--- src/rtl/hsts_pkg.sv ---
// ----------------------------------------------------------------------------
// hsts_pkg
// shared types and constants for the hsts max-age header parser
// ----------------------------------------------------------------------------
package hsts_pkg;

   localparam int AGE_WIDTH = 31;   // width of the saturating age accumulator
   localparam int OUT_WIDTH = 31;   // width of the reported age field
   localparam int KEY_LEN   = 25;
   localparam int LIT_LEN   = 8;
   localparam int IDX_WIDTH = 5;

   localparam logic [AGE_WIDTH-1:0] AGE_LIMIT = '1;

   localparam logic [7:0] CH_NUL   = 8'h00;
   localparam logic [7:0] CH_LF    = 8'h0a;
   localparam logic [7:0] CH_SPACE = 8'h20;
   localparam logic [7:0] CH_COLON = 8'h3a;

   localparam logic [IDX_WIDTH-1:0] KEY_LAST = IDX_WIDTH'(KEY_LEN - 1);
   localparam logic [IDX_WIDTH-1:0] LIT_LAST = IDX_WIDTH'(LIT_LEN - 1);

   // "strict-transport-security", padded to the index range
   localparam logic [7:0] KEY_CHARS [32] = '{
      "s", "t", "r", "i", "c", "t", "-",
      "t", "r", "a", "n", "s", "p", "o", "r", "t", "-",
      "s", "e", "c", "u", "r", "i", "t", "y",
      8'h00, 8'h00, 8'h00, 8'h00, 8'h00, 8'h00, 8'h00
   };

   // "max-age=", matched case-sensitive
   localparam logic [7:0] LIT_CHARS [8] = '{
      "m", "a", "x", "-", "a", "g", "e", "="
   };

   typedef enum logic [2:0] {
      PH_KEY,
      PH_COLON,
      PH_SPACES,
      PH_LIT,
      PH_DIGITS,
      PH_SKIP
   } phase_type;

   typedef enum logic [1:0] {
      ACT_NONE   = 2'd0,
      ACT_REMOVE = 2'd1,
      ACT_STORE  = 2'd2
   } action_type;

   typedef struct packed {
      phase_type              phase;
      logic [IDX_WIDTH-1:0]   char_index;
      logic [AGE_WIDTH-1:0]   age_value;
      logic                   found;
      logic                   text_ended;
   } parse_state_type;

   localparam parse_state_type PARSE_RESET = '{
      phase:      PH_KEY,
      char_index: '0,
      age_value:  '0,
      found:      1'b0,
      text_ended: 1'b0
   };

endpackage

--- src/rtl/hsts_step.sv ---
// ----------------------------------------------------------------------------
// hsts_step
// next parser state for one header byte
// ----------------------------------------------------------------------------
module hsts_step (
   input  hsts_pkg::parse_state_type cur_state,
   input  logic [7:0]                byte_value,
   output hsts_pkg::parse_state_type next_state
);
   import hsts_pkg::*;

   logic [7:0]             lower_byte;
   logic                   lit_match;
   logic [2:0]             lit_idx;
   logic                   lit_in_range;
   logic [3:0]             digit;
   logic [AGE_WIDTH+3:0]   age_wide;
   logic [AGE_WIDTH+3:0]   limit_wide;

   always_comb begin
      lower_byte = byte_value;
      if (byte_value inside {["A":"Z"]}) begin
         lower_byte = byte_value + 8'h20;
      end
   end

   // spaces phase starts the literal at its first character
   assign lit_idx      = (cur_state.phase == PH_SPACES) ? 3'd0 : cur_state.char_index[2:0];
   assign lit_in_range = (cur_state.phase == PH_SPACES) ||
                         (cur_state.char_index <= LIT_LAST);

   // age * 10 + digit, wide enough for no wrap
   assign digit      = byte_value[3:0];
   assign age_wide   = ((AGE_WIDTH+4)'(cur_state.age_value) << 3) +
                       ((AGE_WIDTH+4)'(cur_state.age_value) << 1) +
                       (AGE_WIDTH+4)'(digit);
   assign limit_wide = (AGE_WIDTH+4)'(AGE_LIMIT);

   always_comb begin
      next_state = cur_state;
      lit_match  = 1'b0;
      if (cur_state.text_ended) begin
         next_state = cur_state;
      end else if (byte_value == CH_NUL) begin
         next_state.text_ended = 1'b1;
      end else if (byte_value == CH_LF) begin
         next_state.phase      = PH_KEY;
         next_state.char_index = '0;
      end else begin
         case (cur_state.phase)
            PH_KEY: begin
               if (cur_state.char_index <= KEY_LAST &&
                   lower_byte == KEY_CHARS[cur_state.char_index]) begin
                  if (cur_state.char_index == KEY_LAST) begin
                     next_state.phase      = PH_COLON;
                     next_state.char_index = '0;
                  end else begin
                     next_state.char_index = cur_state.char_index + 1'b1;
                  end
               end else begin
                  next_state.phase = PH_SKIP;
               end
            end
            PH_COLON: begin
               next_state.phase      = (byte_value == CH_COLON) ? PH_SPACES : PH_SKIP;
               next_state.char_index = '0;
            end
            PH_SPACES: begin
               if (byte_value != CH_SPACE) begin
                  lit_match = 1'b1;
               end
            end
            PH_LIT: begin
               lit_match = 1'b1;
            end
            PH_DIGITS: begin
               if (byte_value inside {["0":"9"]}) begin
                  next_state.age_value = (age_wide > limit_wide) ? AGE_LIMIT
                                         : age_wide[AGE_WIDTH-1:0];
               end else begin
                  next_state.phase = PH_SKIP;
               end
            end
            default: begin
               next_state = cur_state;
            end
         endcase

         if (lit_match) begin
            if (lit_in_range && byte_value == LIT_CHARS[lit_idx]) begin
               if (lit_idx == LIT_LAST[2:0]) begin
                  next_state.phase      = PH_DIGITS;
                  next_state.found      = 1'b1;
                  next_state.age_value  = '0;
                  next_state.char_index = '0;
               end else begin
                  next_state.phase      = PH_LIT;
                  next_state.char_index = IDX_WIDTH'(lit_idx) + 1'b1;
               end
            end else begin
               next_state.phase = PH_SKIP;
            end
         end
      end
   end

endmodule

--- src/rtl/hsts_max_age_header_parser.sv ---
// ----------------------------------------------------------------------------
// hsts_max_age_header_parser
// scans header text for a strict-transport-security max-age directive
// ----------------------------------------------------------------------------
// one beat per cycle in, back to back while req_stall is low; set by the
// single byte step between the parse state registers and the result register
// a result is registered in the cycle after the beat flagged end_of_block
// synchronous active-high reset clears parse state and the result valid
// after each report the parse state returns to its reset values
// ----------------------------------------------------------------------------
module hsts_max_age_header_parser (
   input  logic        clock,
   input  logic        reset,
   // header byte channel
   input  logic        req_valid,
   output logic        req_stall,
   input  logic [7:0]  req_header_byte,
   input  logic        req_end_of_block,
   // report channel
   output logic        rsp_valid,
   input  logic        rsp_stall,
   output logic        rsp_age_found,
   output logic [30:0] rsp_max_age_seconds,
   output logic [1:0]  rsp_policy_action
);
   import hsts_pkg::*;

   parse_state_type        state_ff;
   parse_state_type        state_in;
   parse_state_type        step_state;

   logic                   rsp_valid_ff;
   logic                   rsp_valid_in;
   logic                   found_ff;
   logic                   found_in;
   logic [OUT_WIDTH-1:0]   age_ff;
   logic [OUT_WIDTH-1:0]   age_in;
   action_type             action_ff;
   action_type             action_in;

   logic                   req_beat;
   logic [AGE_WIDTH-1:0]   report_age;

   // byte step: all per-byte work sits in this one combinational stage
   hsts_step u_step (
      .cur_state  (state_ff),
      .byte_value (req_header_byte),
      .next_state (step_state)
   );

   // hold input only while a finished report is waiting and stalled
   assign req_stall = rsp_valid_ff & rsp_stall;
   assign req_beat  = req_valid & ~req_stall;

   // parse state: advance on every beat, back to reset after the final byte
   always_comb begin
      state_in = state_ff;
      if (req_beat) begin
         state_in = req_end_of_block ? PARSE_RESET : step_state;
      end
   end

   // report fields come from the state after the final byte is parsed
   assign report_age = step_state.found ? step_state.age_value : '0;

   always_comb begin
      rsp_valid_in = rsp_valid_ff;
      found_in     = found_ff;
      age_in       = age_ff;
      action_in    = action_ff;
      if (rsp_valid_ff && !rsp_stall) begin
         rsp_valid_in = 1'b0;
      end
      if (req_beat && req_end_of_block) begin
         rsp_valid_in = 1'b1;
         found_in     = step_state.found;
         // masked to the field width after saturation
         age_in       = OUT_WIDTH'(report_age);
         if (!step_state.found) begin
            action_in = ACT_NONE;
         end else if (report_age == '0) begin
            action_in = ACT_REMOVE;
         end else begin
            action_in = ACT_STORE;
         end
      end
   end

   always_ff @(posedge clock) begin
      if (reset) begin
         state_ff     <= PARSE_RESET;
         rsp_valid_ff <= 1'b0;
      end else begin
         state_ff     <= state_in;
         rsp_valid_ff <= rsp_valid_in;
      end
   end

   // report payload, no reset needed
   always_ff @(posedge clock) begin
      found_ff  <= found_in;
      age_ff    <= age_in;
      action_ff <= action_in;
   end

   assign rsp_valid           = rsp_valid_ff;
   assign rsp_age_found       = found_ff;
   assign rsp_max_age_seconds = age_ff;
   assign rsp_policy_action   = action_ff;

endmodule

--- config.mk ---
export PLATFORM = sky130hd
export DESIGN_NAME = hsts_max_age_header_parser
export DESIGN_NICKNAME = d
export VERILOG_FILES = /design/src/rtl/hsts_pkg.sv /design/src/rtl/hsts_step.sv /design/src/rtl/hsts_max_age_header_parser.sv
export SDC_FILE = /design/constraint.sdc
export NUM_CORES = 1
export LEC_CHECK = 0
export BUFFER_PORTS_ARGS = -buffer_cell sky130_fd_sc_hd__buf_2
export CELL_PAD_IN_SITES_DETAIL_PLACEMENT = 1
export CELL_PAD_IN_SITES_GLOBAL_PLACEMENT = 2
export CORE_MARGIN = 4
export CORE_UTILIZATION = 34
export DETAILED_ROUTE_END_ITERATION = 10
export GPL_TIMING_DRIVEN = 0
export PLACE_DENSITY = 0.87
export SYNTH_ARGS = -nofsm -noshare
export SYNTH_HDL_FRONTEND = slang
export SYNTH_SLANG_ARGS = --single-unit
--- constraint.sdc ---
create_clock -name clock -period 4.15 [get_ports clock]
set_input_delay 0.2075 -clock clock [delete_from_list [all_inputs] [get_ports clock]]
set_output_delay 0.2075 -clock clock [all_outputs]
set_load 0.02 [all_outputs]
==> results_dict.tcl <==
set metrics [dict create \
    min_path_cells 5 \
    crit_type "reg2reg" \
    cts_tree "done" \
    grt_pass1_wl_mm 40.3 \
    cp-end-kind "register" \
    worst_r2r_startpoint "state_ff[5]" \
    synth_ff_type "dfxtp_1" \
    nFillCells 2473 \
    overflow 0 \
    rsz0062_at_grt "yes" \
    syn_area_um2 7130 \
    die_h_um 153 \
    seq_area_um2 1880 \
    hold_class "in2reg" \
    wl_per_cell_um 21.1 \
    final_nets 1031 \
    area_delta_synth_final_pct 17.9 \
    antenna_found_initial 0 \
    max_freq_mhz 235 \
    fin_tns_setup_ns -0.180 \
    synth_edf_count 34 \
    numCtsBuffers 9 \
    multi_input_area_um2 5140 \
    finalHoldViolations 0 \
    wl_met2_mm 12.5 \
    grt_usage_pct 21.3 \
    status "complete, but fails checks" \
    yosys.area.top_type "edfxtp_1" \
    cts_max_path_buffers 2 \
    finClkSkew_ns 0.0141 \
    yosys_warnings 0 \
    drt_pass1_iterations 5 \
    synth_cells 869 \
    critPathMaxFanout 5 \
    port_buffers 44 \
    synthTopCellsByArea "edfxtp_1 14%, ha_1 13%, dfxtp_1 12%" \
    ant_nets 0 \
    core_area_um2 20400 \
    startpoint_type "register" \
    drt_iter0_drc 403 \
    synth_fp_nets 960 \
    setup_viol 2 \
    top_layer_used "met4" \
    power_leakage_nw 3.33 \
    place_inst 1184 \
    postRouteWirelength_mm 25.7 \
    cap_viol_max_count 0 \
    arrival_ns 4.36 \
    num_io_pins 49 \
    place.gp.congestion 0.885 \
    worst_pin_slew_ns 1.13 \
    grt_start_max_net_pins 24 \
    first_global_vias 7184 \
    die_w_um 153 \
    htreeDepth 3 \
    min-delay-start "rsp_stall" \
    route.met3.wl_um 776 \
    vias 7022 \
    num_rows 52 \
    antenna-diode-count 0 \
    ir_drop_uv 193 \
    synth_top_area_share_pct 14.3 \
    fin_ws_ns -0.102 \
    powerDensity_nw_per_um2 208 \
    ys_ff_latch 76 \
    whs_ns 0.240 \
    path_cells "ha_1, ha_1, a21o_1, a31o_2, o21ai_4, o41a_1, o21ba_1, xor2_1, nand4bb_1, buf_6, a2111o_1, a211oi_2, nand4_1, a21o_1" \
    reg2reg_depth 14 \
    cts_hold_buf 0 \
    post-route-drc-count 0 \
    finalPower_mw 1.75 \
    hpwl_mm 19.3 \
    synthArstFlopShare_pct 0 \
    min_period_ns 4.25 \
    post-route-util_pct 41.2 \
    finalNonFillerCells 1215 \
    finalCritPeriodShare_pct 102 \
    drive_gt1_share_pct 19.6 \
    viasPerCell 5.78 \
    die_area_um2 23400 \
    cpMaxStageDelayCell "dfxtp_1" \
    cp_data_required_time_ns 4.25 \
    ys_seq_area_share_pct 26.1 \
    startpoint "state_ff[5]" \
    synthDistinctLibCells 90 \
    clock_latency_ns 0.36 \
    root_buffer "clkbuf_16" \
    slew_headroom_pct 24.1 \
    clock-sinks 76 \
    met1_length_mm 11.8 \
    crit_path_max_incr_delay_ns 0.48 \
    final-max-slew-violation-count 0 \
    start_util_pct 34.9 \
    syn_area_per_cell_um2 8.21 \
    cts.clk_slew.worst_paths_ns 0.07 \
    violations "negative setup slack" \
]
==> cell families (layout without fill, tap and decap cells) <==
group           after synthesis  count (layout)  share of synthesized area [%]
compound gates              284             284                           27.0
xor+xnor                     33              33                           4.05
fa+ha+maj                    78              78                           13.9
buf+inv                      86             162                           5.07
flops                        76              76                           26.1
mux                           9               9                           1.65
simple gates                303             303                           22.2
==> flip-flops by register name, summed over array words and instances, names as in the netlist <==
name,flops
rsp_valid,1
rsp_max_age_seconds,31
rsp_age_found,1
state_ff,41
rsp_policy_action,2
==> where the power goes <==
part,leakage [nW],internal (mW),switching [mW],total [mW]
clock,0.128,0.423,0.353,0.776
sequential,0.641,0.796,0.00639,0.802
combinational,2.56,0.0526,0.115,0.168
==> cells in the mapped netlist, types with 13 or more instances <==
master	instances
a21oi_1	75
nor2_1	84
xnor2_1	20
nand4_1	16
ha_1	76
edfxtp_1	34
nand3_1	15
nand2_1	57
o211ai_1	18
buf_2	18
dfxtp_1	42
a211oi_1	15
and2_1	21
o21ai_0	58
clkbuf_1	30
a22oi_1	22
xor2_1	13
nor3_1	25
inv_1	32
==> timing repair <==
item                       4_1_cts  5_1_grt
pin swaps                       13       12
resized for setup               39       38
hold endpoints to repair         0        0
setup buffers                   10       11
setup endpoints to repair       52       17
==> worst paths after layout <==
path / slack, ns / to
worst min-delay path: 0.24 / rsp_valid
worst max-delay path: -0.10 / rsp_policy_action[1]
worst min register to register: 0.54 / state_ff[9]
worst max register to register: -0.10 / rsp_policy_action[1]
==> critical path: cells and delay by family, from the launching register on <==
kind | cells | cell delay [ns]
adders and majority gates | 2 | 0.68
DFF | 1 | 0.48
xor gates and xnor gates | 1 | 0.28
and+or+nand+nor | 2 | 0.37
buffers and inverters | 1 | 0.16
AOI/OAI and AO/OA | 8 | 2.03
==> routing by layer <==
layer,global-route usage [%],vias to the layer above
li1,-,3382
met1,28.6,3484
met2,36.4,124
met3,1.95,32
met4,6.62,0
met5,0,-
==> metrics by stage <==
stage / cell area [µm²] / worst slack, ns
finish: 8410 / -0.102
global placement: 7690 / -0.825
CTS: 8200 / -0.100
detailed placement: 7720 / -0.839
floorplan: 7130 / 0.0811
global route: 8410 / -0.310
==> placed cells by master (no fill, tap or decap), types with 5 or more instances in the layout <==
master     instances
nor2b_1            9
xnor2_1           20
and3_1             6
nor2_1            81
buf_2             61
nor3_1            22
and2_1            22
inv_1             30
dfxtp_2            5
mux2i_1            5
nor2_2             5
o21ai_0           56
o211ai_1          18
a211oi_1           9
clkbuf_1          21
or4_1              5
a2bb2oi_1          7
nand2b_1          12
o21bai_1          11
buf_4             21
nor4_1             5
edfxtp_1          34
or3_1              8
dfxtp_1           35
a21oi_1           67
clkbuf_16          9
ha_1              74
nand2_1           57
a211oi_2           7
xor2_1            13
o21a_1             8
a21o_1            12
a211o_1            5
nand4_1           16
a22oi_1           22
nand3_1           15
a21oi_2            9
==> cell type report <==
cell class / instances / share of cell area (%)
flip-flops and latches: 76 / 22.3
inverters: 33 / 1.47
well taps: 270 / 4.02
repair buffers: 66 / 4.91
clock inverters: 5 / 0.432
multi-input cells: 707 / 61.1
clock buffers: 11 / 2.89
plain buffers: 47 / 2.87
No activity file was read; power rests on OpenSTA's default activity.
